<file path="config.mk">
export PLATFORM = sky130hd
export DESIGN_NAME = lpli_table_mem
export DESIGN_NICKNAME = d
export VERILOG_FILES = /design/src/rtl/lut_piecewise_linear_interp_macros.svh /design/src/rtl/lpli_pkg.sv /design/src/rtl/lpli_table_mem.sv
export SDC_FILE = /design/constraint.sdc
export NUM_CORES = 1
export LEC_CHECK = 0
export BUFFER_PORTS_ARGS = -buffer_cell sky130_fd_sc_hd__clkbuf_2
export CAP_MARGIN = 20
export CELL_PAD_IN_SITES_DETAIL_PLACEMENT = 1
export CELL_PAD_IN_SITES_GLOBAL_PLACEMENT = 2
export CORE_MARGIN = 8
export CORE_UTILIZATION = 30
export CTS_CLUSTER_DIAMETER = 60
export DETAILED_ROUTE_END_ITERATION = 12
export PLACE_DENSITY_LB_ADDON = 0.15
export SETUP_SLACK_MARGIN = 0.15
export SYNTH_ARGS = -nofsm -noshare
export SYNTH_HDL_FRONTEND = slang
export SYNTH_SLANG_ARGS = --single-unit
export TNS_END_PERCENT = 10
</file>
<file path="constraint.sdc">
create_clock -name clk_i -period 18.8 [get_ports clk_i]
set_input_delay 1.88 -clock clk_i [delete_from_list [all_inputs] [get_ports clk_i]]
set_output_delay 1.88 -clock clk_i [all_outputs]
set_load 0.01 [all_outputs]
</file>
<file path="src/rtl/lut_piecewise_linear_interp_macros.svh">
// ----------------------------------------------------------------------------
// Assertion macros for the piecewise linear lookup block
// Concurrent checks in two shapes: same-cycle and next-cycle implication.
// ----------------------------------------------------------------------------
`ifndef LUT_PIECEWISE_LINEAR_INTERP_MACROS_SVH
`define LUT_PIECEWISE_LINEAR_INTERP_MACROS_SVH

// Consequent must hold in the same cycle as the antecedent
`define LPLI_ASSERT_HOLD(label, clk, rst_n, ante, cons, msg) \
  label: assert property (@(posedge clk) disable iff (!rst_n) (ante) |-> (cons)) \
    else $error(msg);

// Consequent must hold in the cycle after the antecedent
`define LPLI_ASSERT_NEXT(label, clk, rst_n, ante, cons, msg) \
  label: assert property (@(posedge clk) disable iff (!rst_n) (ante) |=> (cons)) \
    else $error(msg);

`endif

</file>
<file path="src/rtl/lpli_pkg.sv">
`timescale 1ns / 1ps
// ----------------------------------------------------------------------------
// lpli_pkg
// Shared types, widths and codes of the piecewise linear lookup block.
// ----------------------------------------------------------------------------
package lpli_pkg;

  // Table depth default
  localparam int unsigned DEF_MAX_POINTS = 16;

  // Field widths
  localparam int unsigned DATA_W     = 32;
  localparam int unsigned IDX_IN_W   = 4;
  localparam int unsigned PC_W       = 5;
  localparam int unsigned EXT_W      = 2;
  localparam int unsigned CFG_IDX_W  = 2;
  localparam int unsigned CFG_DATA_W = 5;

  // Input tdata layout, lowest bit up
  localparam int unsigned F_IDX_LSB  = 0;
  localparam int unsigned F_EX_LSB   = F_IDX_LSB + IDX_IN_W;
  localparam int unsigned F_EY_LSB   = F_EX_LSB + DATA_W;
  localparam int unsigned F_QX_LSB   = F_EY_LSB + DATA_W;
  localparam int unsigned S_TDATA_W  = ((F_QX_LSB + DATA_W + 7) / 8) * 8;
  localparam int unsigned M_TDATA_W  = DATA_W;

  // Divider geometry: 64-bit product, 40 quotient bits kept
  localparam int unsigned NUM_W      = 2 * DATA_W;
  localparam int unsigned QUO_W      = 40;
  localparam int unsigned DIV_CNT_W  = $clog2(QUO_W + 1);
  localparam int unsigned SUM_W      = QUO_W + 2;
  localparam int unsigned DIFF_W     = DATA_W + 1;

  // Saturation limits
  localparam logic [DATA_W-1:0] Y_MAX = {1'b0, {(DATA_W-1){1'b1}}};
  localparam logic [DATA_W-1:0] Y_MIN = {1'b1, {(DATA_W-1){1'b0}}};

  // Item kinds
  localparam logic ACT_WRITE  = 1'b0;
  localparam logic ACT_LOOKUP = 1'b1;

  // Register indexes
  localparam logic [CFG_IDX_W-1:0] REG_POINT_COUNT = 2'd0;
  localparam logic [CFG_IDX_W-1:0] REG_EXTRAP_MODE = 2'd1;
  localparam logic [CFG_IDX_W-1:0] REG_INTERP_MODE = 2'd2;

  // Out-of-range and in-range modes
  localparam logic [EXT_W-1:0] EXTRAP_CLAMP  = 2'd0;
  localparam logic [EXT_W-1:0] EXTRAP_LINEAR = 2'd1;
  localparam logic             INTERP_LINEAR = 1'b0;

  // Sequencer states
  typedef enum logic [3:0] {
    S_IDLE,
    S_FIRST,
    S_LAST,
    S_EXT_LO,
    S_EXT_HI,
    S_SCAN,
    S_MUL,
    S_DIVGO,
    S_DIV,
    S_DONE
  } lpli_state_e;

  // One table entry
  typedef struct packed {
    logic [DATA_W-1:0] x;
    logic [DATA_W-1:0] y;
  } entry_t;

  // Configuration seen by the sequencer
  typedef struct packed {
    logic [PC_W-1:0]  point_count;
    logic [EXT_W-1:0] extrap_mode;
    logic             interp_mode;
  } cfg_t;

  // Divider request and response
  typedef struct packed {
    logic              start;
    logic [NUM_W-1:0]  num;
    logic [DATA_W-1:0] den;
  } div_req_t;

  typedef struct packed {
    logic             busy;
    logic             done;
    logic             big;
    logic [QUO_W-1:0] quo;
  } div_rsp_t;

endpackage

</file>
<file path="src/rtl/lpli_table_mem.sv">
`timescale 1ns / 1ps
// ----------------------------------------------------------------------------
// lpli_table_mem
// Breakpoint table: one write port, one read port with registered data.
// ----------------------------------------------------------------------------
module lpli_table_mem #(
  parameter int unsigned DEPTH = lpli_pkg::DEF_MAX_POINTS,
  localparam int unsigned ADDR_W = $clog2(DEPTH)
) (
  input  logic                  clk_i,
  input  logic                  we_i,
  input  logic [ADDR_W-1:0]     waddr_i,
  input  lpli_pkg::entry_t      wdata_i,
  input  logic [ADDR_W-1:0]     raddr_i,
  output lpli_pkg::entry_t      rdata_o
);

  lpli_pkg::entry_t mem_q [DEPTH];
  lpli_pkg::entry_t rdata_q;

  // Store one entry per write
  always_ff @(posedge clk_i) begin
    if (we_i) begin
      mem_q[waddr_i] <= wdata_i;
    end
  end

  // Register the read data
  always_ff @(posedge clk_i) begin
    rdata_q <= mem_q[raddr_i];
  end

  assign rdata_o = rdata_q;

endmodule

</file>
==> results of run 1 <==
[routing by layer]
metal / vias up / track usage (%) / part of all wire, %
met5: - / 0 / 0.023
met4: 4 / 3.63 / 1.7
met3: 136 / 2.92 / 4.3
met2: 334 / 23.7 / 49
met1: 9988 / 19.7 / 45
li1: 7547 / - / -
[tightest hold or removal path: cells and delay by family, from the launching register on]
| family | cells | cell delay [ps] |
|---|---|---|
| DFF | 1 | 310 |
| muxes | 1 | 220 |
| AOI/OAI and AO/OA | 1 | 60 |
| and+or+nand+nor | 1 | 50 |
[flip-flops by register name, summed over array words and instances (netlist names)]
register,cells
mem_q,1024
rdata_o,64
[where the power goes]
group | total [W] | switching, W | internal [W]
Combinational | 0.000240 | 0.000147 | 0.0000928
Clock | 0.00244 | 0.000960 | 0.00148
Sequential | 0.00273 | 0.0000211 | 0.00271
Total | 0.00541 | 0.00113 | 0.00428
[layout make-up]
| class | instances | share of cell area, % |
|---|---|---|
| Clock inverter | 41 | 0.812 |
| Tap cell | 1755 | 4.70 |
| Multi-Input combinational cell | 475 | 15.5 |
| Timing Repair Buffer | 180 | 2.23 |
| Antenna cell | 7 | 0.0375 |
| Sequential cell | 1088 | 68.6 |
| Clock buffer | 191 | 8.12 |
[cell families (layout without fill, tap and decap cells)]
group | count (synthesis) | count (layout) | synth area share [%]
AND/OR/NAND/NOR | 91 | 91 | 0.942
AO/OA/AOI/OAI | 128 | 128 | 2.43
multiplexers | 256 | 256 | 14.6
buffers and inverters | 84 | 412 | 1.14
other | 0 | 7 | 0
flip-flops | 1088 | 1088 | 80.9
[worst min path at each step]
stage,startpoint,to,slack (ps),cells after the start
floorplan,mem_q[14][0],rdata_o[0],630,3
global placement,mem_q[12][1],rdata_o[1],660,3
detailed placement,mem_q[12][48],rdata_o[48],660,3
CTS,mem_q[14][3],rdata_o[3],670,3
global route,mem_q[15][40],rdata_o[40],700,3
finish,mem_q[14][3],rdata_o[3],670,3
[stage by stage]
step	util (%)	area [µm²]	hold WS [ps]	instances
floorplan	-	39600	635	1647
global placement	32.4	42500	656	3498
detailed placement	32.4	42500	660	3498
CTS	35.5	46700	671	3730
global route	35.5	46700	696	3731
finish	35.6	46700	666	3737
[cell usage in the layout, fill, tap and decap left out, types with 3 or more instances in the layout]
| cell type | n |
|---|---|
| edfxtp_1 | 1024 |
| mux4_2 | 256 |
| clkbuf_16 | 138 |
| clkbuf_2 | 135 |
| a22oi_1 | 128 |
| nand2_1 | 65 |
| dfxtp_1 | 64 |
| buf_4 | 42 |
| clkbuf_1 | 39 |
| clkinv_1 | 14 |
| clkbuf_8 | 14 |
| nor2_4 | 13 |
| clkinv_2 | 11 |
| diode_2 | 7 |
| bufinv_16 | 6 |
| nor3_2 | 4 |
| inv_6 | 4 |
| clkinvlp_4 | 3 |
==> impl_metrics.json, run 1 <==
{
  "slew_headroom_pct": 28.5,
  "clkSinkCount": 1088,
  "yosysTopAreaCellShare_pct": 77.7,
  "num_vias": 18009,
  "synthTopCellsByCount": "edfxtp_1, mux4_2, a22oi_1",
  "dieHeight_um": 379,
  "start_util_pct": 30.1,
  "r2r_start": "mem_q[11][17]",
  "place_congestion": 0.671,
  "fillers": 12500,
  "reg2reg_slack_ps": 17380,
  "maxCapViolations": 0,
  "netlist.top_cell.by_area": "edfxtp_1",
  "ys_warn_count": 0,
  "root_buffer": "clkbuf_16",
  "grt_start_max_net_pins": 107,
  "antenna_found_initial": 11,
  "period_needed_ps": 4540,
  "crit_path_max_incr_delay_ps": 850,
  "yosys.cell_count.top_type": "edfxtp_1",
  "vdd_drop_max_v": 0.0000739,
  "path_depth": 6,
  "synthTopCellsByArea": "edfxtp_1, mux4_2, dfxtp_1",
  "grt_pass1_vias": 20295,
  "async_reset_ff_share_pct": 0,
  "worstHoldPathType": "reg -> reg",
  "status": "completed",
  "worst_pin_slew_ps": 1070,
  "power_density_nw_per_um2": 116,
  "path_cells": "buf_8, buf_4, buf_4, mux4_2, a22oi_1, nand2_1",
  "areaGrowthSynthToFinish_pct": 18.0,
  "yosysSeqAreaShare_pct": 80.9,
  "crit_path_end": "rdata_o[40]",
  "critPathArrivalTime_ps": 5110,
  "die_area_um2": 144000,
  "seq_area_um2": 32000,
  "leakage_nw": 14.8,
  "setup_violations": 0,
  "holdBufCountCts": 0,
  "drcViolationCount": 0,
  "path_clk_slew_ps": 60,
  "fin_skew_ps": 16.1,
  "clock.fmax_mhz": 220,
  "tns_ps": 0,
  "synth_nets": 1721,
  "cp_max_fo": 76,
  "antenna_left": 0,
  "avgSynthCellArea_um2": 24.0,
  "crit_start": "raddr_i[0]",
  "nets": 1949,
  "post_cts_resize_count": 0,
  "numCtsBuffers": 130,
  "synth_edf_count": 1024,
  "hold_viol": 0,
  "dp_slack_ps": 13310,
  "end_kind": "register",
  "reg2reg_to": "rdata_o[17]",
  "port_buffers": 137,
  "coreArea_um2": 131000,
  "rsz0062_at_grt": "no",
  "clock_latency_ps": 710,
  "synth-seq-cells": 1088,
  "start_kind": "input port",
  "drv_slew": 0,
  "dr.pass1.iters": 4,
  "fin_crit_sh_pct": 24.2,
  "synth_area_um2": 39600,
  "htreeDepth": 4,
  "grt_use_total_pct": 14.4,
  "multi_input_area_um2": 7230,
  "grt_pass1_wl_mm": 148,
  "routed_via_density": 4.82,
  "power_w": 0.00541,
  "cts_tree": "done",
  "clockBufferDepth": 3,
  "overflow": 0,
  "fp-row-count": 133,
  "dp_hpwl_mm": 50.4,
  "crit_buf_inv": 3,
  "worst-setup-path-type": "in -> reg",
  "syn_inst": 1647,
  "required_ps": 19370,
  "critical-path-top-delay-family": "buffers and inverters",
  "crit_path_frequent_cell": "buf_4",
  "synth_top_flop_cell": "edfxtp_1",
  "post_cts_buffers": 0,
  "wirelength_mm": 104,
  "synthDistinctLibCells": 18,
  "crit_slowest_cell": "buf_4",
  "boundaryPins": 138,
  "drive_gt1_share_pct": 32.2,
  "drt-wirelength-per-cell_um": 27.7,
  "setup_slack_ps": 14260,
  "die_w_um": 379,
  "r2r_cells": 3,
  "drt_iter0_drc": 1329
}
Power figures use the tool's default switching activity.
==> inputs of run 2 (changes only) <==
clock period = 3.9 ns   (was 18.8 ns; I/O delays follow)
==> impl_metrics.json, run 2 (same netlist as run 1, synthesis figures left out) <==
{
  "power_density_nw_per_um2": 554,
  "holdBufCountCts": 0,
  "required_ps": 3510,
  "root_buffer": "clkbuf_16",
  "worst-setup-path-type": "reg -> out",
  "clock.fmax_mhz": 560,
  "dr.pass1.iters": 5,
  "dieHeight_um": 379,
  "drcViolationCount": 0,
  "start_kind": "register",
  "largest-register": "mem_q",
  "drv_slew": 0,
  "holdWs_ps": 82.9,
  "routed_via_density": 4.86,
  "boundaryPins": 138,
  "htreeDepth": 4,
  "power_w": 0.0262,
  "slew_headroom_pct": 31.4,
  "numCtsBuffers": 132,
  "overflow": 0,
  "cts_tree": "done",
  "drive_gt1_share_pct": 32.8,
  "clock_latency_ps": 710,
  "status": "completed",
  "grt_start_max_net_pins": 65,
  "grt_use_total_pct": 14.9,
  "period_needed_ps": 1790,
  "setup_violations": 0,
  "dpl_cell_area_um2": 43200,
  "clockBufferDepth": 3,
  "die_area_um2": 144000,
  "maxCapViolations": 0,
  "dp_hpwl_mm": 54.4,
  "fin_crit_sh_pct": 45.8,
  "die_w_um": 379,
  "critical-path-top-delay-family": "flip-flops",
  "drt_iter0_drc": 1392,
  "post-route-util_pct": 36.1,
  "hold_viol": 0,
  "post_cts_buffers": 0,
  "wirelength_mm": 106,
  "start_util_pct": 30.1,
  "largest_reg_flops": 1024,
  "layout_common_cells": "edfxtp_1, mux4_2, clkbuf_16, clkbuf_2, a22oi_1",
  "leakage_nw": 15.1,
  "worstHoldPathType": "in -> reg",
  "crit_path_max_incr_delay_ps": 480,
  "final_common_cell": "edfxtp_1",
  "grt_pass1_wl_mm": 153,
  "place_congestion": 0.683,
  "rsz0062_at_grt": "no",
  "antenna_found_initial": 16,
  "worst_pin_slew_ps": 1030,
  "crit_slowest_cell": "dfxtp_1",
  "coreArea_um2": 131000,
  "clkSinkCount": 1088,
  "num_vias": 18288,
  "path_cells": "clkbuf_2",
  "cp_max_fo": 1,
  "final_area_um2": 47400,
  "areaGrowthSynthToFinish_pct": 19.7,
  "drt-wirelength-per-cell_um": 28.3,
  "critPathArrivalTime_ps": 1400,
  "fp-row-count": 133,
  "nets": 1977,
  "vdd_drop_max_v": 0.000304,
  "end_kind": "output pin",
  "grt_pass1_vias": 20756,
  "antenna_left": 0,
  "fin_skew_ps": 19.7,
  "path_clk_slew_ps": 60,
  "crit_buf_inv": 1,
  "post_cts_resize_count": 0,
  "port_buffers": 137
}
run 2: per-layer routing:
layer / up-vias / track usage, % / wire length, µm
met5: - / 0 / 66
met1: 10123 / 20.7 / 48600
met3: 146 / 3.39 / 5380
met2: 414 / 23.7 / 50400
li1: 7595 / - / -
met4: 10 / 3.59 / 1930
run 2: path summary, 6_finish.rpt:
path / endpoint / startpoint / cells after the start / slack [ps]
setup / recovery: rdata_o[19] / rdata_o[19] / 1 / 2110
hold / removal: mem_q[11][30] / wdata_i[30] / 1 / 80
setup reg to reg: rdata_o[63] / mem_q[3][63] / 3 / 2450
hold reg to reg: rdata_o[8] / mem_q[15][8] / 3 / 660
run 2: cell type report:
type | instances | area [µm²]
Timing Repair Buffer | 206 | 1700
Antenna cell | 6 | 15.0
Sequential cell | 1088 | 32000
Tap cell | 1755 | 2200
Fill cell | 12465 | 83900
Clock inverter | 52 | 499
Clock buffer | 181 | 3680
Multi-Input combinational cell | 475 | 7250
run 2: worst reg2reg max path, stage by stage (launching register included):
cell      delay, ps
edfxtp_1        360
mux4_2          480
a22oi_1         210
nand2_1         220
run 2: where the power goes:
part	internal (W)	switching (W)
clock network	0.00717	0.00465
logic	0.000488	0.000743
registers	0.0131	0.000101
total	0.0207	0.00549
run 2: stage by stage:
stage,setup slack [ps],cells,setup TNS [ps]
detailed placement,1360,3524,0
global route,2030,3758,0
global placement,1390,3524,0
CTS,1980,3757,0
floorplan,-1620,1647,-241410
finish,2110,3763,0
