`src/rtl/lut_piecewise_linear_interp_macros.svh`:
```
// ----------------------------------------------------------------------------
// Assertion macros for the piecewise linear lookup block
// Concurrent checks in two shapes: same-cycle and next-cycle implication.
// ----------------------------------------------------------------------------
`ifndef LUT_PIECEWISE_LINEAR_INTERP_MACROS_SVH
`define LUT_PIECEWISE_LINEAR_INTERP_MACROS_SVH

// Consequent must hold in the same cycle as the antecedent
`define LPLI_ASSERT_HOLD(label, clk, rst_n, ante, cons, msg) \
  label: assert property (@(posedge clk) disable iff (!rst_n) (ante) |-> (cons)) \
    else $error(msg);

// Consequent must hold in the cycle after the antecedent
`define LPLI_ASSERT_NEXT(label, clk, rst_n, ante, cons, msg) \
  label: assert property (@(posedge clk) disable iff (!rst_n) (ante) |=> (cons)) \
    else $error(msg);

`endif

```
`src/rtl/lpli_pkg.sv`:
```
`timescale 1ns / 1ps
// ----------------------------------------------------------------------------
// lpli_pkg
// Shared types, widths and codes of the piecewise linear lookup block.
// ----------------------------------------------------------------------------
package lpli_pkg;

  // Table depth default
  localparam int unsigned DEF_MAX_POINTS = 16;

  // Field widths
  localparam int unsigned DATA_W     = 32;
  localparam int unsigned IDX_IN_W   = 4;
  localparam int unsigned PC_W       = 5;
  localparam int unsigned EXT_W      = 2;
  localparam int unsigned CFG_IDX_W  = 2;
  localparam int unsigned CFG_DATA_W = 5;

  // Input tdata layout, lowest bit up
  localparam int unsigned F_IDX_LSB  = 0;
  localparam int unsigned F_EX_LSB   = F_IDX_LSB + IDX_IN_W;
  localparam int unsigned F_EY_LSB   = F_EX_LSB + DATA_W;
  localparam int unsigned F_QX_LSB   = F_EY_LSB + DATA_W;
  localparam int unsigned S_TDATA_W  = ((F_QX_LSB + DATA_W + 7) / 8) * 8;
  localparam int unsigned M_TDATA_W  = DATA_W;

  // Divider geometry: 64-bit product, 40 quotient bits kept
  localparam int unsigned NUM_W      = 2 * DATA_W;
  localparam int unsigned QUO_W      = 40;
  localparam int unsigned DIV_CNT_W  = $clog2(QUO_W + 1);
  localparam int unsigned SUM_W      = QUO_W + 2;
  localparam int unsigned DIFF_W     = DATA_W + 1;

  // Saturation limits
  localparam logic [DATA_W-1:0] Y_MAX = {1'b0, {(DATA_W-1){1'b1}}};
  localparam logic [DATA_W-1:0] Y_MIN = {1'b1, {(DATA_W-1){1'b0}}};

  // Item kinds
  localparam logic ACT_WRITE  = 1'b0;
  localparam logic ACT_LOOKUP = 1'b1;

  // Register indexes
  localparam logic [CFG_IDX_W-1:0] REG_POINT_COUNT = 2'd0;
  localparam logic [CFG_IDX_W-1:0] REG_EXTRAP_MODE = 2'd1;
  localparam logic [CFG_IDX_W-1:0] REG_INTERP_MODE = 2'd2;

  // Out-of-range and in-range modes
  localparam logic [EXT_W-1:0] EXTRAP_CLAMP  = 2'd0;
  localparam logic [EXT_W-1:0] EXTRAP_LINEAR = 2'd1;
  localparam logic             INTERP_LINEAR = 1'b0;

  // Sequencer states
  typedef enum logic [3:0] {
    S_IDLE,
    S_FIRST,
    S_LAST,
    S_EXT_LO,
    S_EXT_HI,
    S_SCAN,
    S_MUL,
    S_DIVGO,
    S_DIV,
    S_DONE
  } lpli_state_e;

  // One table entry
  typedef struct packed {
    logic [DATA_W-1:0] x;
    logic [DATA_W-1:0] y;
  } entry_t;

  // Configuration seen by the sequencer
  typedef struct packed {
    logic [PC_W-1:0]  point_count;
    logic [EXT_W-1:0] extrap_mode;
    logic             interp_mode;
  } cfg_t;

  // Divider request and response
  typedef struct packed {
    logic              start;
    logic [NUM_W-1:0]  num;
    logic [DATA_W-1:0] den;
  } div_req_t;

  typedef struct packed {
    logic             busy;
    logic             done;
    logic             big;
    logic [QUO_W-1:0] quo;
  } div_rsp_t;

endpackage

```
`src/rtl/lpli_div_unit.sv`:
```
`timescale 1ns / 1ps
// ----------------------------------------------------------------------------
// lpli_div_unit
// Restoring divider, one quotient bit a cycle, with early overflow detect.
// ----------------------------------------------------------------------------
`include "lut_piecewise_linear_interp_macros.svh"

module lpli_div_unit (
  input  logic               clk_i,
  input  logic               rst_ni,
  input  lpli_pkg::div_req_t req_i,
  output lpli_pkg::div_rsp_t rsp_o
);

  localparam int unsigned DW = lpli_pkg::DATA_W;
  localparam int unsigned QW = lpli_pkg::QUO_W;
  localparam int unsigned CW = lpli_pkg::DIV_CNT_W;

  logic          busy_q, busy_d;
  logic [CW-1:0] cnt_q, cnt_d;
  logic [DW-1:0] rem_q, rem_d;
  logic [QW-1:0] quo_q, quo_d;
  logic [DW-1:0] den_q, den_d;
  logic          big_q, big_d;

  logic          done;
  logic [DW-1:0] num_top;
  logic [DW:0]   trial;
  logic [DW:0]   trial_diff;
  logic          trial_ge;

  assign done    = busy_q && (cnt_q == '0);
  assign num_top = DW'(req_i.num[lpli_pkg::NUM_W-1:QW]);

  // Shift one dividend bit into the remainder and try the subtract
  assign trial      = {rem_q, quo_q[QW-1]};
  assign trial_diff = trial - {1'b0, den_q};
  assign trial_ge   = trial >= {1'b0, den_q};

  // Load on start, step while counting, release on done
  always_comb begin
    busy_d = busy_q;
    cnt_d  = cnt_q;
    rem_d  = rem_q;
    quo_d  = quo_q;
    den_d  = den_q;
    big_d  = big_q;
    if (req_i.start) begin
      big_d  = num_top >= req_i.den;
      rem_d  = num_top;
      quo_d  = req_i.num[QW-1:0];
      den_d  = req_i.den;
      busy_d = 1'b1;
      cnt_d  = (num_top >= req_i.den) ? '0 : CW'(QW);
    end else if (busy_q && (cnt_q != '0)) begin
      rem_d = trial_ge ? trial_diff[DW-1:0] : trial[DW-1:0];
      quo_d = {quo_q[QW-2:0], trial_ge};
      cnt_d = cnt_q - CW'(1);
    end else if (done) begin
      busy_d = 1'b0;
    end
  end

  // Control state
  always_ff @(posedge clk_i or negedge rst_ni) begin
    if (!rst_ni) begin
      busy_q <= 1'b0;
      cnt_q  <= '0;
    end else begin
      busy_q <= busy_d;
      cnt_q  <= cnt_d;
    end
  end

  // Working registers
  always_ff @(posedge clk_i) begin
    rem_q <= rem_d;
    quo_q <= quo_d;
    den_q <= den_d;
    big_q <= big_d;
  end

  assign rsp_o.busy = busy_q;
  assign rsp_o.done = done;
  assign rsp_o.big  = big_q;
  assign rsp_o.quo  = quo_q;

  `LPLI_ASSERT_NEXT(a_div_start_busy, clk_i, rst_ni, req_i.start, busy_q, "divider idle after start")
  `LPLI_ASSERT_NEXT(a_div_count_down, clk_i, rst_ni, busy_q && (cnt_q != '0) && !req_i.start, cnt_q == ($past(cnt_q) - CW'(1)), "divider step count skipped")

endmodule

```
`config.mk`:
```
export PLATFORM = sky130hd
export DESIGN_NAME = lpli_div_unit
export DESIGN_NICKNAME = d
export VERILOG_FILES = /design/src/rtl/lpli_pkg.sv /design/src/rtl/lpli_div_unit.sv
export VERILOG_INCLUDE_DIRS = /design/src /design/src/rtl
export SDC_FILE = /design/constraint.sdc
export NUM_CORES = 1
export LEC_CHECK = 0
export BUFFER_PORTS_ARGS = -buffer_cell sky130_fd_sc_hd__buf_4
export CAP_MARGIN = 20
export CORE_MARGIN = 3
export CORE_UTILIZATION = 35
export DETAILED_ROUTE_END_ITERATION = 6
export PLACE_DENSITY_LB_ADDON = 0.15
export SKIP_CTS_REPAIR_TIMING = 1
export SLEW_MARGIN = 10
export SYNTH_ARGS = -nofsm -noshare
export SYNTH_HDL_FRONTEND = slang
export SYNTH_SLANG_ARGS = --single-unit
```
`constraint.sdc`:
```
create_clock -name clk_i -period 4.9 [get_ports clk_i]
set_clock_uncertainty 0.05 [all_clocks]
set_input_delay 0.735 -clock clk_i [delete_from_list [all_inputs] [get_ports clk_i]]
set_output_delay 0.735 -clock clk_i [all_outputs]
set_load 0.01 [all_outputs]
```
==> impl.org, run 1 <==
** Floorplan
- The initial utilization of the core area, before any placement, comes to 35.9%.
- In this run the standard cell core region covers 20400 µm².
- Measured along the x axis, the die boundary spans 151 µm.
- # IOs :: 142
- The die is 151 µm tall.
- In this run the core area contains 52 standard-cell rows.
- Die Area :: 22700 µm²

** Routing
- Routed vias/inst :: 5.40
- The first routing iteration left 280 violations.
- The routed design has 20200 µm of wire.
- Vias after detailed routing :: 6001
- After detailed routing, the number of remaining DRC violations is 7.
- In this run the remaining antenna-violating nets after routing total 0.
- Wire per inst :: 18.1 µm
- The first detailed-routing pass took 7 iterations.

** Timing
- The count of final hold-check violations is 0.
- Maximum clock rate :: 0.274 GHz
- Total negative slack for setup checks :: 0 ns
- Time the final worst path needs with I/O delays and setup :: 3.65 ns
- Setup repair after global routing missed its margin :: no
- Rel. slew slack :: 36.9%
- The count of pins over their slew limit was 0.
- Setup violations remaining at the end of the flow were counted as 0.
- Worst hold-check slack :: 0.118 ns
- Transition at the pin with the smallest max-transition slack :: 0.947 ns
- Post-route fraction of the period consumed by the critical path :: 74.4%

** Synthesis
- After technology mapping, the gate count stands at 716.
- In the synthesized netlist the dominant register cell turns out to be sky130_fd_sc_hd__edfxtp_1.
- In this run, synthesis inferred 97 flip-flops with an integrated enable.
- Count of different cell masters after synthesis :: 71
- Share of synthesized area occupied by flip-flops and latches :: 44.3%
- Fraction of registers with async set or reset after synthesis :: 6.25%
- Syn avg cell area :: 10.2 µm²
- After synthesis the netlist holds a flip-flop and latch count of 112.
- Synth Net Count :: 874
- The synthesized netlist occupies a cell area of 7330 µm².
- The Yosys step of the flow raised 0 warnings.

** Global route
- The initial antenna violation count was 0.
- Overall track demand over capacity in global routing :: 18.1%
- Entering global routing, the biggest net connects 74 pins.
- GRT overflow :: 0
- Wire length of the first global-routing pass :: 32300 µm
- Via count of the first global-routing pass :: 6295

** Worst setup path
- The worst register-to-register path ends at quo_q[0].
- Critical path buffers and inverters :: 1
- STA classifies the critical path endpoint as a register.
- Worst setup slack for register-to-register paths :: 1.25 ns
- The slowest stage of the critical path is the sky130_fd_sc_hd__a211o_1 cell.
- Ordered cell list for the critical path :: ha_1 > a21oi_2 > o21ai_0 > or3_1 > nor3_2 > o32a_2 > a211o_1 > buf_8 > nand2_1 > mux2_2
- Largest fanout of any net on the critical path :: 16
- Data arrival time of the worst path :: 3.72 ns
- The worst setup path is of the register to register kind.
- Worst R2R Start :: rem_q[15]
- STA puts the critical path data required time at 4.97 ns.
- Element type at the critical path start :: register
- The cell family contributing the most delay on the critical path is compound AO/OA/AOI/OAI gates.
- Worst Reg2Reg Path Length in Cells :: 10
- For this run, the slowest stage of the critical path takes 0.61 ns.

** Clock network
- TritonCTS built the clock tree.
- In this run the clock root is driven by a sky130_fd_sc_hd__clkbuf_16.
- For the worst-skew pair, the clock arrives at the later sink with an insertion delay of 0.37 ns.
- The H-tree was split into 3 levels.
- Clock-pin transition on the worst setup and hold timing paths :: 0.08 ns
- The longest clock path from root to sink contains 2 buffers.
- Number of sinks driven by the clock tree :: 112
- Buffers inserted during clock tree synthesis total 9.

** Place
- Input and output buffers added on the ports amount to 141.
- Detailed placer's ending HPWL :: 14700 µm
- The congestion estimate from routability-driven global placement came to 0.881.

** Hold path
- Type of the most critical hold path :: input port to asynchronous set/reset pin

** Final layout
- From synthesis to final layout, the design area changed by 21.7%.
- Count of filler cells inserted in the layout :: 1985
- Leaving out fill and tap cells, the most frequent cell in the layout is sky130_fd_sc_hd__buf_4.
- Cells with a size suffix above 1 make up 25.9% of the layout.
- Nets :: 995
- Final antenna diode count :: 0
- Most frequent cells in the layout :: sky130_fd_sc_hd__buf_4, sky130_fd_sc_hd__edfxtp_1, sky130_fd_sc_hd__inv_1

** Power and ir drop
- Max rail drop VDD :: 215 µV
- Total power density per cell area :: 460 nW/µm²
- Lkg Pwr :: 3.87 nW

** Run
- Number of violations of the max-capacitance limit :: 0

** Status
- Result of the run :: finished, violations left
- Failing checks :: design-rule violations
[where the power goes]
| group | leakage, nW | switching [W] | total [W] | internal (W) |
|---|---|---|---|---|
| clock network | 0.147 | 0.000394 | 0.000757 | 0.000364 |
| logic | 2.58 | 0.00111 | 0.00196 | 0.000849 |
| registers | 1.15 | 0.000122 | 0.00140 | 0.00127 |
[final cells by class]
class | count | area (µm²) | area share, %
tap | 270 | 338 | 3.79
timing repair buffer | 148 | 1150 | 12.9
clock buffer | 9 | 225 | 2.52
sequential | 112 | 3250 | 36.4
multi-input combinational | 498 | 3640 | 40.8
inverter | 68 | 255 | 2.86
clock inverter | 7 | 68.8 | 0.771
[Yosys cell counts, types with 4 or more instances]
master                     count  area [µm²]
sky130_fd_sc_hd__edfxtp_1     97        2910
sky130_fd_sc_hd__inv_1        67         251
sky130_fd_sc_hd__ha_1         58         726
sky130_fd_sc_hd__nor2_1       49         184
sky130_fd_sc_hd__mux2_2       41         462
sky130_fd_sc_hd__a21oi_1      39         195
sky130_fd_sc_hd__nand2_1      35         131
sky130_fd_sc_hd__o21ai_0      30         150
sky130_fd_sc_hd__nand3_1      26         130
sky130_fd_sc_hd__a21o_1       20         150
sky130_fd_sc_hd__xnor2_1      20         175
sky130_fd_sc_hd__a31oi_1      18         113
sky130_fd_sc_hd__clkbuf_1     16        60.1
sky130_fd_sc_hd__nor3_1       15        75.1
sky130_fd_sc_hd__nand4_1      14        87.6
sky130_fd_sc_hd__buf_2        10        50.1
sky130_fd_sc_hd__o311ai_1      9        78.8
sky130_fd_sc_hd__a211oi_1      8        60.1
sky130_fd_sc_hd__dfxtp_1       8         160
sky130_fd_sc_hd__nor2b_1       8        50.1
sky130_fd_sc_hd__a311oi_1      7        61.3
sky130_fd_sc_hd__and3_1        7        43.8
sky130_fd_sc_hd__dfrtp_1       7         175
sky130_fd_sc_hd__o21a_1        7        52.6
sky130_fd_sc_hd__buf_4         6        45.0
sky130_fd_sc_hd__o21ai_1       6        30.0
sky130_fd_sc_hd__xor2_1        6        52.6
sky130_fd_sc_hd__nor4_1        5        31.3
sky130_fd_sc_hd__a41oi_1       4        35.0
sky130_fd_sc_hd__nand2b_1      4        25.0
sky130_fd_sc_hd__o21bai_1      4        30.0
sky130_fd_sc_hd__or3_1         4        25.0
[worst max path at each step]
stage	slack, ns	depth (start not counted)	from	end
after CTS	0.86	9	rem_q[15]	quo_q[0]
after global placement	1.02	9	rem_q[13]	quo_q[0]
after detailed placement	0.86	9	rem_q[15]	quo_q[0]
final	1.25	10	rem_q[15]	quo_q[0]
after floorplan	1.50	5	req_i[96]	quo_q[0]
after global routing	1.04	10	rem_q[13]	quo_q[0]
[metal layers]
metal  routed length, µm  GRT usage, %  vias up
met5                   0             0        -
li1                    -             -     2921
met3                1830          6.77       23
met4                 303          4.58        0
met2                9010          28.2      231
met1                9010          23.7     2826
[logic make-up after synthesis]
logic type	count (synthesis)	share of synthesized area, %
buffers and inverters	106	6.13
AO/OA/AOI/OAI	190	17.8
multiplexers	42	6.43
flip-flops	112	44.3
adder cells (fa/ha/maj)	59	10.2
AND/OR/NAND/NOR	181	12.1
XOR/XNOR	26	3.11
[state kept, by name (all words and copies together) (netlist names)]
register	flops
big_q	1
busy_q	1
cnt_q	6
den_q	32
quo_q	40
rem_q	32
[through the flow]
step | cell area [µm²] | setup slack, ns | util [%] | power (W) | cells
2_1_floorplan | 7330 | 1.50 | - | 0.00280 | 716
3_3_place_gp | 8590 | 1.02 | 42.0 | 0.00328 | 1094
3_5_place_dp | 8620 | 0.860 | 42.2 | 0.00333 | 1095
4_1_cts | 8910 | 0.861 | 43.6 | 0.00412 | 1111
5_1_grt | 8920 | 1.04 | 43.7 | 0.00441 | 1112
6_report | 8920 | 1.25 | 43.7 | 0.00411 | 1112
Note: power is estimated with default switching activity, not from simulation.
==> run 2, diff against run 1 <==
- clock period: 4.9 -> 3.6 ns (I/O delays scaled with it)
==> impl.org, run 2 (synthesis gave the netlist of run 1 again) <==
** Status
- Result of the run :: finished, final reports clean

** Hold path
- Type of the most critical hold path :: input port to register
- Hold path start :: req_i[11]

** Floorplan
- The die is 151 µm wide.
- After floorplanning, the core was sized to cover 20400 µm².
- Die Area :: 22700 µm²
- Num rows :: 52
- Once the floorplan was initialized, standard cells occupied 35.9% of the core.
- During I/O placement, the number of pins put on the boundary was 142.
- Y dimension of the die :: 151 µm

** Worst setup path
- The critical path is of the register to register type.
- STA puts the critical path data arrival time at 3.53 ns.
- The worst setup path is captured at a register.
- Largest fanout of any net on the critical path :: 13
- Tracing the worst setup path back leads to its startpoint at rem_q[6].
- STA classifies the critical path startpoint as a register.
- Worst path required time :: 3.71 ns
- In this run the critical register-to-register path is launched from rem_q[6].

** Power and ir drop
- Across the VDD grid, the largest voltage drop is 273 µV.
- Lkg Pwr :: 3.88 nW
- Dividing total power by cell area gives a power density of 625 nW/µm².

** Global route
- The via count of the first global-routing pass was 6183.
- After global routing the overflow that remains totals 0.
- For this run, the total global-route usage over all layers was measured as 17.7%.
- Wire length of the first global-routing pass :: 31900 µm
- Largest net degree at the start of global routing :: 111
- The initial antenna violation count is 0.

** Timing
- Total negative slack for setup checks :: 0 ns
- Measured against its own limit, the worst slew margin works out to 52.4%.
- Of the available clock period, the critical path in the final layout requires 94.9%.
- Transition at the pin with the smallest max-transition slack :: 0.706 ns
- Number of setup violations in the final report :: 0
- The count of pins over their slew limit is 0.
- Maximum clock rate :: 0.293 GHz
- The count of final hold-check violations was 0.
- Setup repair after global routing left no endpoint under its margin.
- Time the final worst path needs with I/O delays and setup :: 3.42 ns

** Clock network
- Counting every sink on the clock net gives 112.
- Worst skew pair latency :: 0.37 ns
- Total clock buffers created by CTS :: 9
- Clock-pin transition on the worst setup and hold timing paths :: 0.09 ns
- Largest buffer count on any clock path :: 2
- Clock tree from TritonCTS :: yes
- Number of levels in the clock H-tree :: 3
- Library cell used as clock root buffer :: sky130_fd_sc_hd__clkbuf_16

** Routing
- For this block, the routed nets add up to 19900 µm of wire.
- Routed vias/inst :: 5.34
- DR iter-0 viols :: 363
- The final route contains 5959 vias.
- Residual DRC count :: 0
- Wire per inst :: 17.9 µm
- The detail route stage leaves a number of antenna-violating nets equal to 0.
- Drt first pass iters :: 5

** Final layout
- Final antenna diode count :: 0
- The register with the most flip-flops in the layout has 40 of them.
- Largest register by flop count :: quo_q
- At the end of the flow, the number of nets in the layout was 999.
- The largest registers in the layout are quo_q: 40 flops, den_q: 32 flops, rem_q: 32 flops.
- The post-route netlist has 26.2% of its cells at a drive strength greater than 1.
- Most frequent cells in the layout :: sky130_fd_sc_hd__buf_4, sky130_fd_sc_hd__edfxtp_1, sky130_fd_sc_hd__inv_1
- Once layout is done, the placed cells without fillers occupy 8960 µm².
- Area growth from synthesis to layout :: 22.2%
- Leaving out fill and tap cells, the most frequent cell in the layout is sky130_fd_sc_hd__buf_4.

** Place
- Final weighted congestion in routability-driven placement :: 0.874
- Detailed placer's ending HPWL :: 14800 µm
- In this run the cell area measured after placement is 8650 µm².
- Number of I/O port buffers :: 141

** Run
- The tool flagged a number of max-cap violations equal to 0.
-- run 2: cell types whose count changed in the layout (fill, tap and decap cells not counted), sizes merged --
cell	before	now
inv	72	70
buf	148	151
dlygate4sd3	0	1
clkinv	3	4
clkinvlp	0	1
-- run 2: final timing paths --
| check | end | slack, ns | cells past startpoint |
|---|---|---|---|
| setup reg to reg | rem_q[14] | 0.18 | 9 |
| min in group asynchronous | busy_q | 0.47 | 2 |
| setup / recovery | rem_q[14] | 0.18 | 9 |
| hold reg to reg | rem_q[27] | 0.47 | 2 |
| max in group asynchronous | cnt_q[4] | 2.91 | 2 |
| hold / removal | den_q[11] | 0.30 | 1 |
-- run 2: cell type report --
cell class                 instances  area, µm²
tap                              270        338
inverter                          68        255
clock inverter                     7       82.6
timing repair buffer             152       1180
multi-input combinational        498       3640
clock buffer                       9        225
fill                            2013      11500
sequential                       112       3250
-- run 2: per-stage QoR --
stage	power (W)	setup slack (ns)	utilization [%]	std cells	hold slack, ns
after global routing	0.00600	0.0209	43.9	1116	0.291
after floorplan	0.00381	0.395	-	716	0.194
after CTS	0.00562	0.220	43.8	1115	-0.0911
after detailed placement	0.00453	0.294	42.3	1099	0.308
final	0.00560	0.183	43.9	1116	0.299
after global placement	0.00448	0.367	42.2	1098	0.304
-- run 2: critical path: stages (launching register included) --
cell,delay [ns]
sky130_fd_sc_hd__edfxtp_1,0.40
sky130_fd_sc_hd__ha_1,0.42
sky130_fd_sc_hd__nand4_1,0.15
sky130_fd_sc_hd__or3_1,0.38
sky130_fd_sc_hd__a21oi_2,0.15
sky130_fd_sc_hd__nor3_2,0.08
sky130_fd_sc_hd__o32a_2,0.26
sky130_fd_sc_hd__a211oi_4,0.63
sky130_fd_sc_hd__nor2_2,0.29
sky130_fd_sc_hd__o311ai_1,0.39
-- run 2: metal layers --
metal  vias to the layer above  wire length, µm  track usage, %
li1                       2933                -               -
met1                      2781             8870            22.9
met2                       224             9020            28.4
met3                        21             1810            6.38
met4                         0              250            4.35
met5                         -                0               0
-- run 2: report_power, final --
part,switching (W),internal (W)
Sequential,0.000171,0.00173
Combinational,0.00148,0.00116
Clock,0.000552,0.000499
