## src/rtl/lut_piecewise_linear_interp_macros.svh

```systemverilog
// ----------------------------------------------------------------------------
// Assertion macros for the piecewise linear lookup block
// Concurrent checks in two shapes: same-cycle and next-cycle implication.
// ----------------------------------------------------------------------------
`ifndef LUT_PIECEWISE_LINEAR_INTERP_MACROS_SVH
`define LUT_PIECEWISE_LINEAR_INTERP_MACROS_SVH

// Consequent must hold in the same cycle as the antecedent
`define LPLI_ASSERT_HOLD(label, clk, rst_n, ante, cons, msg) \
  label: assert property (@(posedge clk) disable iff (!rst_n) (ante) |-> (cons)) \
    else $error(msg);

// Consequent must hold in the cycle after the antecedent
`define LPLI_ASSERT_NEXT(label, clk, rst_n, ante, cons, msg) \
  label: assert property (@(posedge clk) disable iff (!rst_n) (ante) |=> (cons)) \
    else $error(msg);

`endif

```

## src/rtl/lpli_pkg.sv

```systemverilog
`timescale 1ns / 1ps
// ----------------------------------------------------------------------------
// lpli_pkg
// Shared types, widths and codes of the piecewise linear lookup block.
// ----------------------------------------------------------------------------
package lpli_pkg;

  // Table depth default
  localparam int unsigned DEF_MAX_POINTS = 16;

  // Field widths
  localparam int unsigned DATA_W     = 32;
  localparam int unsigned IDX_IN_W   = 4;
  localparam int unsigned PC_W       = 5;
  localparam int unsigned EXT_W      = 2;
  localparam int unsigned CFG_IDX_W  = 2;
  localparam int unsigned CFG_DATA_W = 5;

  // Input tdata layout, lowest bit up
  localparam int unsigned F_IDX_LSB  = 0;
  localparam int unsigned F_EX_LSB   = F_IDX_LSB + IDX_IN_W;
  localparam int unsigned F_EY_LSB   = F_EX_LSB + DATA_W;
  localparam int unsigned F_QX_LSB   = F_EY_LSB + DATA_W;
  localparam int unsigned S_TDATA_W  = ((F_QX_LSB + DATA_W + 7) / 8) * 8;
  localparam int unsigned M_TDATA_W  = DATA_W;

  // Divider geometry: 64-bit product, 40 quotient bits kept
  localparam int unsigned NUM_W      = 2 * DATA_W;
  localparam int unsigned QUO_W      = 40;
  localparam int unsigned DIV_CNT_W  = $clog2(QUO_W + 1);
  localparam int unsigned SUM_W      = QUO_W + 2;
  localparam int unsigned DIFF_W     = DATA_W + 1;

  // Saturation limits
  localparam logic [DATA_W-1:0] Y_MAX = {1'b0, {(DATA_W-1){1'b1}}};
  localparam logic [DATA_W-1:0] Y_MIN = {1'b1, {(DATA_W-1){1'b0}}};

  // Item kinds
  localparam logic ACT_WRITE  = 1'b0;
  localparam logic ACT_LOOKUP = 1'b1;

  // Register indexes
  localparam logic [CFG_IDX_W-1:0] REG_POINT_COUNT = 2'd0;
  localparam logic [CFG_IDX_W-1:0] REG_EXTRAP_MODE = 2'd1;
  localparam logic [CFG_IDX_W-1:0] REG_INTERP_MODE = 2'd2;

  // Out-of-range and in-range modes
  localparam logic [EXT_W-1:0] EXTRAP_CLAMP  = 2'd0;
  localparam logic [EXT_W-1:0] EXTRAP_LINEAR = 2'd1;
  localparam logic             INTERP_LINEAR = 1'b0;

  // Sequencer states
  typedef enum logic [3:0] {
    S_IDLE,
    S_FIRST,
    S_LAST,
    S_EXT_LO,
    S_EXT_HI,
    S_SCAN,
    S_MUL,
    S_DIVGO,
    S_DIV,
    S_DONE
  } lpli_state_e;

  // One table entry
  typedef struct packed {
    logic [DATA_W-1:0] x;
    logic [DATA_W-1:0] y;
  } entry_t;

  // Configuration seen by the sequencer
  typedef struct packed {
    logic [PC_W-1:0]  point_count;
    logic [EXT_W-1:0] extrap_mode;
    logic             interp_mode;
  } cfg_t;

  // Divider request and response
  typedef struct packed {
    logic              start;
    logic [NUM_W-1:0]  num;
    logic [DATA_W-1:0] den;
  } div_req_t;

  typedef struct packed {
    logic             busy;
    logic             done;
    logic             big;
    logic [QUO_W-1:0] quo;
  } div_rsp_t;

endpackage

```

## src/rtl/lpli_ctrl.sv

```systemverilog
`timescale 1ns / 1ps
// ----------------------------------------------------------------------------
// lpli_ctrl
// Sequencer: handshakes, segment search, segment setup, result shaping.
// ----------------------------------------------------------------------------
`include "lut_piecewise_linear_interp_macros.svh"

module lpli_ctrl #(
  parameter int unsigned MAX_POINTS = lpli_pkg::DEF_MAX_POINTS,
  localparam int unsigned ADDR_W = $clog2(MAX_POINTS)
) (
  input  logic                             clk_i,
  input  logic                             rst_ni,
  input  lpli_pkg::cfg_t                   cfg_i,
  // Item stream in
  input  logic                             s_axis_tvalid_i,
  output logic                             s_axis_tready_o,
  input  logic [lpli_pkg::S_TDATA_W-1:0]   s_axis_tdata_i,
  input  logic                             s_axis_tuser_i,
  // Result stream out
  output logic                             m_axis_tvalid_o,
  input  logic                             m_axis_tready_i,
  output logic [lpli_pkg::M_TDATA_W-1:0]   m_axis_tdata_o,
  output logic                             m_axis_tuser_o,
  // Table port
  output logic                             mem_we_o,
  output logic [ADDR_W-1:0]                mem_waddr_o,
  output lpli_pkg::entry_t                 mem_wdata_o,
  output logic [ADDR_W-1:0]                mem_raddr_o,
  input  lpli_pkg::entry_t                 mem_rdata_i,
  // Divider port
  output lpli_pkg::div_req_t               div_req_o,
  input  lpli_pkg::div_rsp_t               div_rsp_i
);

  localparam int unsigned DW    = lpli_pkg::DATA_W;
  localparam int unsigned XW    = lpli_pkg::DIFF_W;
  localparam int unsigned SW    = lpli_pkg::SUM_W;
  localparam int unsigned CNT_W = $clog2(MAX_POINTS + 1);

  lpli_pkg::lpli_state_e state_q, state_d;

  logic [DW-1:0]          qx_q, qx_d;
  lpli_pkg::entry_t       lo_q, lo_d;
  logic [ADDR_W-1:0]      idx_q, idx_d;
  logic [XW-1:0]          dx_q, dx_d;
  logic [XW-1:0]          dy_q, dy_d;
  logic [XW-1:0]          t_q, t_d;
  logic [DW-1:0]          y0_q, y0_d;
  logic [lpli_pkg::NUM_W-1:0] prod_q, prod_d;
  logic [DW-1:0]          dmag_q, dmag_d;
  logic                   neg_q, neg_d;
  logic [DW-1:0]          res_y_q, res_y_d;
  logic                   res_sat_q, res_sat_d;
  logic                   out_valid_q, out_valid_d;
  logic [DW-1:0]          out_y_q, out_y_d;
  logic                   out_sat_q, out_sat_d;

  logic [CNT_W-1:0]       n_eff;
  logic                   few_points;
  logic [ADDR_W-1:0]      last_idx;
  logic                   in_range;
  logic                   seg_load;
  lpli_pkg::entry_t       seg_a, seg_b;
  logic [XW-1:0]          seg_dx, seg_dy, seg_t;
  logic [XW-1:0]          dx_abs, dy_abs, t_abs;
  logic [SW-1:0]          y0_ext, q_ext, sum;
  logic                   sum_ovf;
  logic                   q_below, q_above, q_le;

  // Points in use, capped at the table depth
  assign n_eff      = (32'(cfg_i.point_count) > MAX_POINTS) ? CNT_W'(MAX_POINTS)
                                                             : CNT_W'(cfg_i.point_count);
  assign few_points = n_eff < CNT_W'(2);
  assign last_idx   = ADDR_W'(n_eff - CNT_W'(1));

  // Write port straight from the accepted item
  assign in_range    = 32'(s_axis_tdata_i[lpli_pkg::F_IDX_LSB +: lpli_pkg::IDX_IN_W])
                       < MAX_POINTS;
  assign mem_we_o    = s_axis_tvalid_i && s_axis_tready_o && (s_axis_tuser_i == lpli_pkg::ACT_WRITE)
                       && in_range;
  assign mem_waddr_o = ADDR_W'(s_axis_tdata_i[lpli_pkg::F_IDX_LSB +: lpli_pkg::IDX_IN_W]);
  assign mem_wdata_o.x = s_axis_tdata_i[lpli_pkg::F_EX_LSB +: DW];
  assign mem_wdata_o.y = s_axis_tdata_i[lpli_pkg::F_EY_LSB +: DW];

  // Query against the entry just read
  assign q_below = $signed(qx_q) < $signed(mem_rdata_i.x);
  assign q_above = $signed(qx_q) > $signed(mem_rdata_i.x);
  assign q_le    = !q_above;

  // Segment ends; the held entry is always the anchor
  assign seg_a  = (state_q == lpli_pkg::S_EXT_HI) ? mem_rdata_i : lo_q;
  assign seg_b  = (state_q == lpli_pkg::S_EXT_HI) ? lo_q : mem_rdata_i;
  assign seg_dx = {seg_b.x[DW-1], seg_b.x} - {seg_a.x[DW-1], seg_a.x};
  assign seg_dy = {seg_b.y[DW-1], seg_b.y} - {seg_a.y[DW-1], seg_a.y};
  assign seg_t  = {qx_q[DW-1], qx_q} - {lo_q.x[DW-1], lo_q.x};

  // Magnitudes for the unsigned product and divide
  assign dx_abs = dx_q[XW-1] ? (~dx_q + XW'(1)) : dx_q;
  assign dy_abs = dy_q[XW-1] ? (~dy_q + XW'(1)) : dy_q;
  assign t_abs  = t_q[XW-1]  ? (~t_q + XW'(1))  : t_q;

  // Apply the signed quotient to the anchor y
  assign y0_ext  = {{(SW-DW){y0_q[DW-1]}}, y0_q};
  assign q_ext   = {{(SW-lpli_pkg::QUO_W){1'b0}}, div_rsp_i.quo};
  assign sum     = neg_q ? (y0_ext - q_ext) : (y0_ext + q_ext);
  assign sum_ovf = (sum[SW-1:DW-1] != '0) && (sum[SW-1:DW-1] != '1);

  assign div_req_o.start = (state_q == lpli_pkg::S_DIVGO);
  assign div_req_o.num   = prod_q;
  assign div_req_o.den   = dmag_q;

  // Next state and datapath
  always_comb begin
    state_d     = state_q;
    qx_d        = qx_q;
    lo_d        = lo_q;
    idx_d       = idx_q;
    dx_d        = dx_q;
    dy_d        = dy_q;
    t_d         = t_q;
    y0_d        = y0_q;
    prod_d      = prod_q;
    dmag_d      = dmag_q;
    neg_d       = neg_q;
    res_y_d     = res_y_q;
    res_sat_d   = res_sat_q;
    out_valid_d = out_valid_q;
    out_y_d     = out_y_q;
    out_sat_d   = out_sat_q;
    mem_raddr_o = '0;
    seg_load    = 1'b0;

    // Drop the result once transferred
    if (out_valid_q && m_axis_tready_i) begin
      out_valid_d = 1'b0;
    end

    case (state_q)
      lpli_pkg::S_IDLE: begin
        if (s_axis_tvalid_i && (s_axis_tuser_i == lpli_pkg::ACT_LOOKUP)) begin
          qx_d = s_axis_tdata_i[lpli_pkg::F_QX_LSB +: DW];
          if (few_points) begin
            res_y_d   = '0;
            res_sat_d = 1'b0;
            state_d   = lpli_pkg::S_DONE;
          end else begin
            mem_raddr_o = '0;
            state_d     = lpli_pkg::S_FIRST;
          end
        end
      end
      lpli_pkg::S_FIRST: begin
        lo_d = mem_rdata_i;
        if (q_below) begin
          case (cfg_i.extrap_mode)
            lpli_pkg::EXTRAP_CLAMP: begin
              res_y_d   = mem_rdata_i.y;
              res_sat_d = 1'b0;
              state_d   = lpli_pkg::S_DONE;
            end
            lpli_pkg::EXTRAP_LINEAR: begin
              mem_raddr_o = ADDR_W'(1);
              state_d     = lpli_pkg::S_EXT_LO;
            end
            default: begin
              res_y_d   = '0;
              res_sat_d = 1'b0;
              state_d   = lpli_pkg::S_DONE;
            end
          endcase
        end else begin
          mem_raddr_o = last_idx;
          state_d     = lpli_pkg::S_LAST;
        end
      end
      lpli_pkg::S_EXT_LO: begin
        seg_load = 1'b1;
        state_d  = lpli_pkg::S_MUL;
      end
      lpli_pkg::S_LAST: begin
        if (q_above) begin
          case (cfg_i.extrap_mode)
            lpli_pkg::EXTRAP_CLAMP: begin
              res_y_d   = mem_rdata_i.y;
              res_sat_d = 1'b0;
              state_d   = lpli_pkg::S_DONE;
            end
            lpli_pkg::EXTRAP_LINEAR: begin
              lo_d        = mem_rdata_i;
              mem_raddr_o = last_idx - ADDR_W'(1);
              state_d     = lpli_pkg::S_EXT_HI;
            end
            default: begin
              res_y_d   = '0;
              res_sat_d = 1'b0;
              state_d   = lpli_pkg::S_DONE;
            end
          endcase
        end else if (cfg_i.interp_mode != lpli_pkg::INTERP_LINEAR) begin
          res_y_d   = '0;
          res_sat_d = 1'b0;
          state_d   = lpli_pkg::S_DONE;
        end else begin
          idx_d       = ADDR_W'(1);
          mem_raddr_o = ADDR_W'(1);
          state_d     = lpli_pkg::S_SCAN;
        end
      end
      lpli_pkg::S_EXT_HI: begin
        seg_load = 1'b1;
        state_d  = lpli_pkg::S_MUL;
      end
      lpli_pkg::S_SCAN: begin
        // Advance until the upper breakpoint reaches the query or the last entry
        if (q_le || (idx_q == last_idx)) begin
          seg_load = 1'b1;
          state_d  = lpli_pkg::S_MUL;
        end else begin
          lo_d        = mem_rdata_i;
          idx_d       = idx_q + ADDR_W'(1);
          mem_raddr_o = idx_q + ADDR_W'(1);
        end
      end
      lpli_pkg::S_MUL: begin
        if (dx_q == '0) begin
          res_y_d   = y0_q;
          res_sat_d = 1'b0;
          state_d   = lpli_pkg::S_DONE;
        end else begin
          prod_d  = dy_abs[DW-1:0] * t_abs[DW-1:0];
          dmag_d  = dx_abs[DW-1:0];
          neg_d   = dy_q[XW-1] ^ t_q[XW-1] ^ dx_q[XW-1];
          state_d = lpli_pkg::S_DIVGO;
        end
      end
      lpli_pkg::S_DIVGO: begin
        state_d = lpli_pkg::S_DIV;
      end
      lpli_pkg::S_DIV: begin
        if (div_rsp_i.done) begin
          if (div_rsp_i.big) begin
            res_y_d   = neg_q ? lpli_pkg::Y_MIN : lpli_pkg::Y_MAX;
            res_sat_d = 1'b1;
          end else if (sum_ovf) begin
            res_y_d   = sum[SW-1] ? lpli_pkg::Y_MIN : lpli_pkg::Y_MAX;
            res_sat_d = 1'b1;
          end else begin
            res_y_d   = sum[DW-1:0];
            res_sat_d = 1'b0;
          end
          state_d = lpli_pkg::S_DONE;
        end
      end
      lpli_pkg::S_DONE: begin
        // Hold until the output register is free
        if (!out_valid_q || m_axis_tready_i) begin
          out_valid_d = 1'b1;
          out_y_d     = res_y_q;
          out_sat_d   = res_sat_q;
          state_d     = lpli_pkg::S_IDLE;
        end
      end
      default: begin
        state_d = lpli_pkg::S_IDLE;
      end
    endcase

    // Capture the segment differences and the anchor
    if (seg_load) begin
      dx_d = seg_dx;
      dy_d = seg_dy;
      t_d  = seg_t;
      y0_d = lo_q.y;
    end
  end

  // Control state
  always_ff @(posedge clk_i or negedge rst_ni) begin
    if (!rst_ni) begin
      state_q     <= lpli_pkg::S_IDLE;
      out_valid_q <= 1'b0;
    end else begin
      state_q     <= state_d;
      out_valid_q <= out_valid_d;
    end
  end

  // Datapath registers
  always_ff @(posedge clk_i) begin
    qx_q      <= qx_d;
    lo_q      <= lo_d;
    idx_q     <= idx_d;
    dx_q      <= dx_d;
    dy_q      <= dy_d;
    t_q       <= t_d;
    y0_q      <= y0_d;
    prod_q    <= prod_d;
    dmag_q    <= dmag_d;
    neg_q     <= neg_d;
    res_y_q   <= res_y_d;
    res_sat_q <= res_sat_d;
    out_y_q   <= out_y_d;
    out_sat_q <= out_sat_d;
  end

  assign s_axis_tready_o = (state_q == lpli_pkg::S_IDLE);
  assign m_axis_tvalid_o = out_valid_q;
  assign m_axis_tdata_o  = out_y_q;
  assign m_axis_tuser_o  = out_sat_q;

  `LPLI_ASSERT_HOLD(a_sat_at_limit, clk_i, rst_ni, out_valid_q && out_sat_q, (out_y_q == lpli_pkg::Y_MAX) || (out_y_q == lpli_pkg::Y_MIN), "saturated result not at a limit")
  `LPLI_ASSERT_NEXT(a_div_done_finish, clk_i, rst_ni, (state_q == lpli_pkg::S_DIV) && div_rsp_i.done, state_q == lpli_pkg::S_DONE, "divide result not taken")
  `LPLI_ASSERT_HOLD(a_div_start_idle, clk_i, rst_ni, div_req_o.start, !div_rsp_i.busy, "divider started while busy")

endmodule
```

## config.mk

```make
export PLATFORM = sky130hd
export DESIGN_NAME = lpli_ctrl
export DESIGN_NICKNAME = d
export VERILOG_FILES = /design/src/rtl/lpli_pkg.sv /design/src/rtl/lpli_ctrl.sv
export VERILOG_INCLUDE_DIRS = /design/src /design/src/rtl
export SDC_FILE = /design/constraint.sdc
export NUM_CORES = 2
export LEC_CHECK = 0
export ABC_AREA = 1
export BUFFER_PORTS_ARGS = -buffer_cell sky130_fd_sc_hd__buf_2
export CAP_MARGIN = 20
export CORE_MARGIN = 5
export CORE_UTILIZATION = 30
export CTS_CLUSTER_SIZE = 24
export DETAILED_ROUTE_END_ITERATION = 12
export GPL_TIMING_DRIVEN = 0
export MAX_ROUTING_LAYER = met4
export REMOVE_ABC_BUFFERS = 1
export SYNTH_ARGS = -nofsm -noshare
export SYNTH_HDL_FRONTEND = slang
export SYNTH_SLANG_ARGS = --single-unit
```

## constraint.sdc

```tcl
create_clock -name clk_i -period 12.4 [get_ports clk_i]
set_input_delay 2.48 -clock clk_i [delete_from_list [all_inputs] [get_ports clk_i]]
set_output_delay 2.48 -clock clk_i [all_outputs]
set_load 0.02 [all_outputs]
```

==> run summary <==
The run gives 0.67 ns as the clock latency on the worst-skew pair. For this run, the total global-route usage over all layers was measured as 21.1%. The logs give 53300 for the number of global-route vias before repair and 10500 for the non-filler instance count after layout. The count of final hold-check violations is 0.

The library cell contributing the largest single delay on the critical path is sky130_fd_sc_hd__edfxtp_1. Start point of the worst hold path: lo_q[7]. Along the worst path, the maximum fanout reaches 14. The number of warnings printed during yosys synthesis was 0; the worst-margin pin slew was 1.25 ns. In the finished design, the share of the clock period the worst path needs comes to 96.4%. Once placement completed, the tool counted placed cells totaling 10400. The core region is 202000 um^2. During I/O placement, the number of pins put on the boundary was 429. Entering global routing, the biggest net connects 107 pins. Flop and latch count out of synthesis: 399. The die span in x is 460 um, and the row count is 165. The worst setup skew after layout is 0.0638 ns. The endpoint of the worst-slack reg-to-reg timing path was prod_q[48]. The path class of the tightest hold or removal check is reg2reg.

The run finished with clean final reports. Counting flops with a built-in enable in the synthesized netlist gives 394. The critical path's most frequent cell is sky130_fd_sc_hd__fa_1. The count of nets left with antenna violations once routing finished came out at 0. For this run the aggregate overflow at the end of global routing stands at 0.

The worst setup path is launched from a flip-flop. With fillers left out, the area of the finished cells amounts to 67600 um^2. The final number of setup-violating endpoints was 0.

After filler insertion, the fill cell instance count of the layout stands at 21300. In this run, the number of DRC markers left after iteration 0 of detailed routing was 4562. The worst-case headroom to the max-slew limit came out at 16.8%. TritonCTS built the clock tree. The wire-length estimate of the detail-placed layout is 178000 um. After clock tree synthesis, the clock-pin slew on the worst setup and hold paths is 0.07 ns. Summed over all layers, the routed wires come to 221000 um. Counting instances, the worst hold path has a depth of 0. The tool flagged a number of max-cap violations equal to 0.

The number of DRC violations after detailed routing was 0; the buffer count from post-CTS setup fixing was 0. Each instance of the synthesized netlist takes up on average 7.98 um^2. The top cell type by area accounts for 29.5% of the synthesized area. The run gives 7625 as the count of mapped cells out of synthesis. In the synthesized netlist, the cells that appear most often are 1675 x sky130_fd_sc_hd__inv_1, 1522 x sky130_fd_sc_hd__nand2_1, 1017 x sky130_fd_sc_hd__nor2_1.

The most instantiated library cell after synthesis is sky130_fd_sc_hd__inv_1. For flop-to-flop paths, the worst setup slack is 0.45 ns. Sorting the synthesized cells by area gives the leading types as sky130_fd_sc_hd__fa_1 30%, sky130_fd_sc_hd__edfxtp_1 19%, sky130_fd_sc_hd__inv_1 10%, sky130_fd_sc_hd__nand2_1 9.4%, sky130_fd_sc_hd__ha_1 7.8%.

The die covers 212000 um^2. Of all flip-flops after synthesis, the portion carrying an async set or reset was 1.25%. The mean routed wirelength per cell came out at 21.0 um. Once the floorplan was initialized, standard cells occupied 30.1% of the core. The depth of the worst register-to-register path was 30; the post-detailed-placement cell area was 66000 um^2. The number of gates resized after CTS was 0; the number of distinct library cells after synthesis was 64. The CTS H-tree depth was 2; the post-synthesis cell area was 60800 um^2. The number of antenna violations at the first check in global routing is 32, and the worst stage delay on the critical path is 0.96 ns.

The run gives 9253 as the net count of the finished layout. The routed design could run at a clock period as short as 11.95 ns. Clock tree synthesis found a total of 399 sinks.

The fraction of the yosys area taken by sequential cells is 19.7%. CTS buffer count: 46. Routability-driven placement finished with a final weighted congestion of 0.977. Detailed routing inserted a total of 52200 vias. The tools report the required time of the critical path as 12.72 ns. In the final layout, the share of cells above drive strength 1 is 6.65%.

Timing would allow up to 0.0837 GHz. The number of iterations in the first detailed-routing pass was 6; the chip height was 460 um. Dividing the detail-routed via count by the number of cells gives 4.97. The first global-routing pass estimated 330000 um of wire. Number of buffers on the longest clock path: 3. Data arrives at the worst endpoint at 12.27 ns. STA classifies the critical path endpoint as a flip-flop. The quantity of I/O buffers inserted on ports came out at 287.

The tools report the sink of the worst hold path as y0_q[7]. The max-slew violation count came out at 0. The startpoint of the most critical register-to-register path is t_q[0]. The area growth from synthesis to layout is 11.2%. The most used flip-flop cell after synthesis is sky130_fd_sc_hd__edfxtp_1.

Setup repair after global routing left no endpoint under its margin. Clock tree synthesis selected as its root buffer the cell sky130_fd_sc_hd__clkbuf_16. The most area-hungry cell type in the Yosys netlist is sky130_fd_sc_hd__fa_1. The start-to-end type of the worst setup path is reg2reg. For this design, the CTS-stage hold fixing added 0 buffers.
[how the worst max path moves through the flow]
stage,depth (start not counted),to,from
final,30,prod_q[48],t_q[0]
after CTS,30,prod_q[48],t_q[0]
after detailed placement,30,prod_q[48],t_q[0]
after global placement,36,prod_q[57],t_q[0]
after floorplan,36,prod_q[57],dy_q[0]
after global routing,36,prod_q[48],dy_q[0]
[worst max-delay path, delay by kind of cell, from the launching register on]
kind                     cells  cell delay, ns
adder cells (fa/ha/maj)     10            4.59
AND/OR/NAND/NOR              8            2.19
AO/OA/AOI/OAI                6            1.96
buffers and inverters        5            1.64
flip-flops                   1            0.96
XOR/XNOR                     1            0.26
[cells in the final DEF (no fill, tap or decap), types with 12 or more instances in the layout]
cell type	instances
sky130_fd_sc_hd__o21ai_1	23
sky130_fd_sc_hd__or2_2	17
sky130_fd_sc_hd__ha_1	377
sky130_fd_sc_hd__clkbuf_16	46
sky130_fd_sc_hd__nand3_1	247
sky130_fd_sc_hd__buf_8	16
sky130_fd_sc_hd__o21ai_0	298
sky130_fd_sc_hd__a21oi_1	240
sky130_fd_sc_hd__edfxtp_1	394
sky130_fd_sc_hd__buf_16	36
sky130_fd_sc_hd__a21o_1	17
sky130_fd_sc_hd__a31oi_1	26
sky130_fd_sc_hd__nand2_2	12
sky130_fd_sc_hd__nand2_1	1513
sky130_fd_sc_hd__nor3_1	53
sky130_fd_sc_hd__clkinv_1	23
sky130_fd_sc_hd__o21a_1	16
sky130_fd_sc_hd__buf_2	287
sky130_fd_sc_hd__nand4_1	45
sky130_fd_sc_hd__diode_2	32
sky130_fd_sc_hd__o21bai_1	25
sky130_fd_sc_hd__nor4_1	34
sky130_fd_sc_hd__inv_2	13
sky130_fd_sc_hd__fa_1	898
sky130_fd_sc_hd__xor2_1	179
sky130_fd_sc_hd__inv_1	1673
sky130_fd_sc_hd__xnor2_1	86
sky130_fd_sc_hd__nor2_1	1015
[through the flow]
stage | util, % | hold slack (ns) | setup slack, ns | TNS, ns
detailed placement | 32.7 | 0.436 | 0.174 | 0
floorplan | - | 0.426 | 3.48 | 0
CTS | 33.4 | 0.455 | 0.141 | 0
global route | 33.5 | 0.460 | 0.148 | 0
global placement | 31.8 | 0.436 | -1.47 | -37.57
finish | 33.5 | 0.455 | 0.446 | 0
[flip-flops by register name, indices dropped and copies added (netlist names), 32 cells and up]
register,cells
t_q,33
dx_q,33
qx_q,32
prod_q,64
lo_q,64
dmag_q,32
y0_q,32
m_axis_tdata_o,32
dy_q,33
res_y_q,32
[layout make-up]
cell class	count	area (um^2)	share of cell area [%]
inverter	1704	6400	9.46
sequential	399	12000	17.7
clock inverter	29	374	0.553
tap	2672	3340	4.94
antenna	32	80.1	0.118
clock buffer	50	1170	1.72
timing repair buffer	352	2890	4.27
multi-input combinational	5251	41400	61.3
[cell families after synthesis]
logic type | synth area share (%)
and+or+nand+nor | 19.8
buffers and inverters | 12.8
adders and majority gates | 37.3
AOI/OAI and AO/OA | 6.38
DFF | 19.7
xor gates and xnor gates | 4.12
[routing by layer]
layer	GRT usage (%)	part of all wire [%]
met5	-	0
met4	6.93	3.9
met3	6.91	12
met1	26.9	41
met2	31.7	43
Power is left out: the tool's default activity adds up to more than one toggle a clock period on the data nets, which glitch-free logic cannot reach.
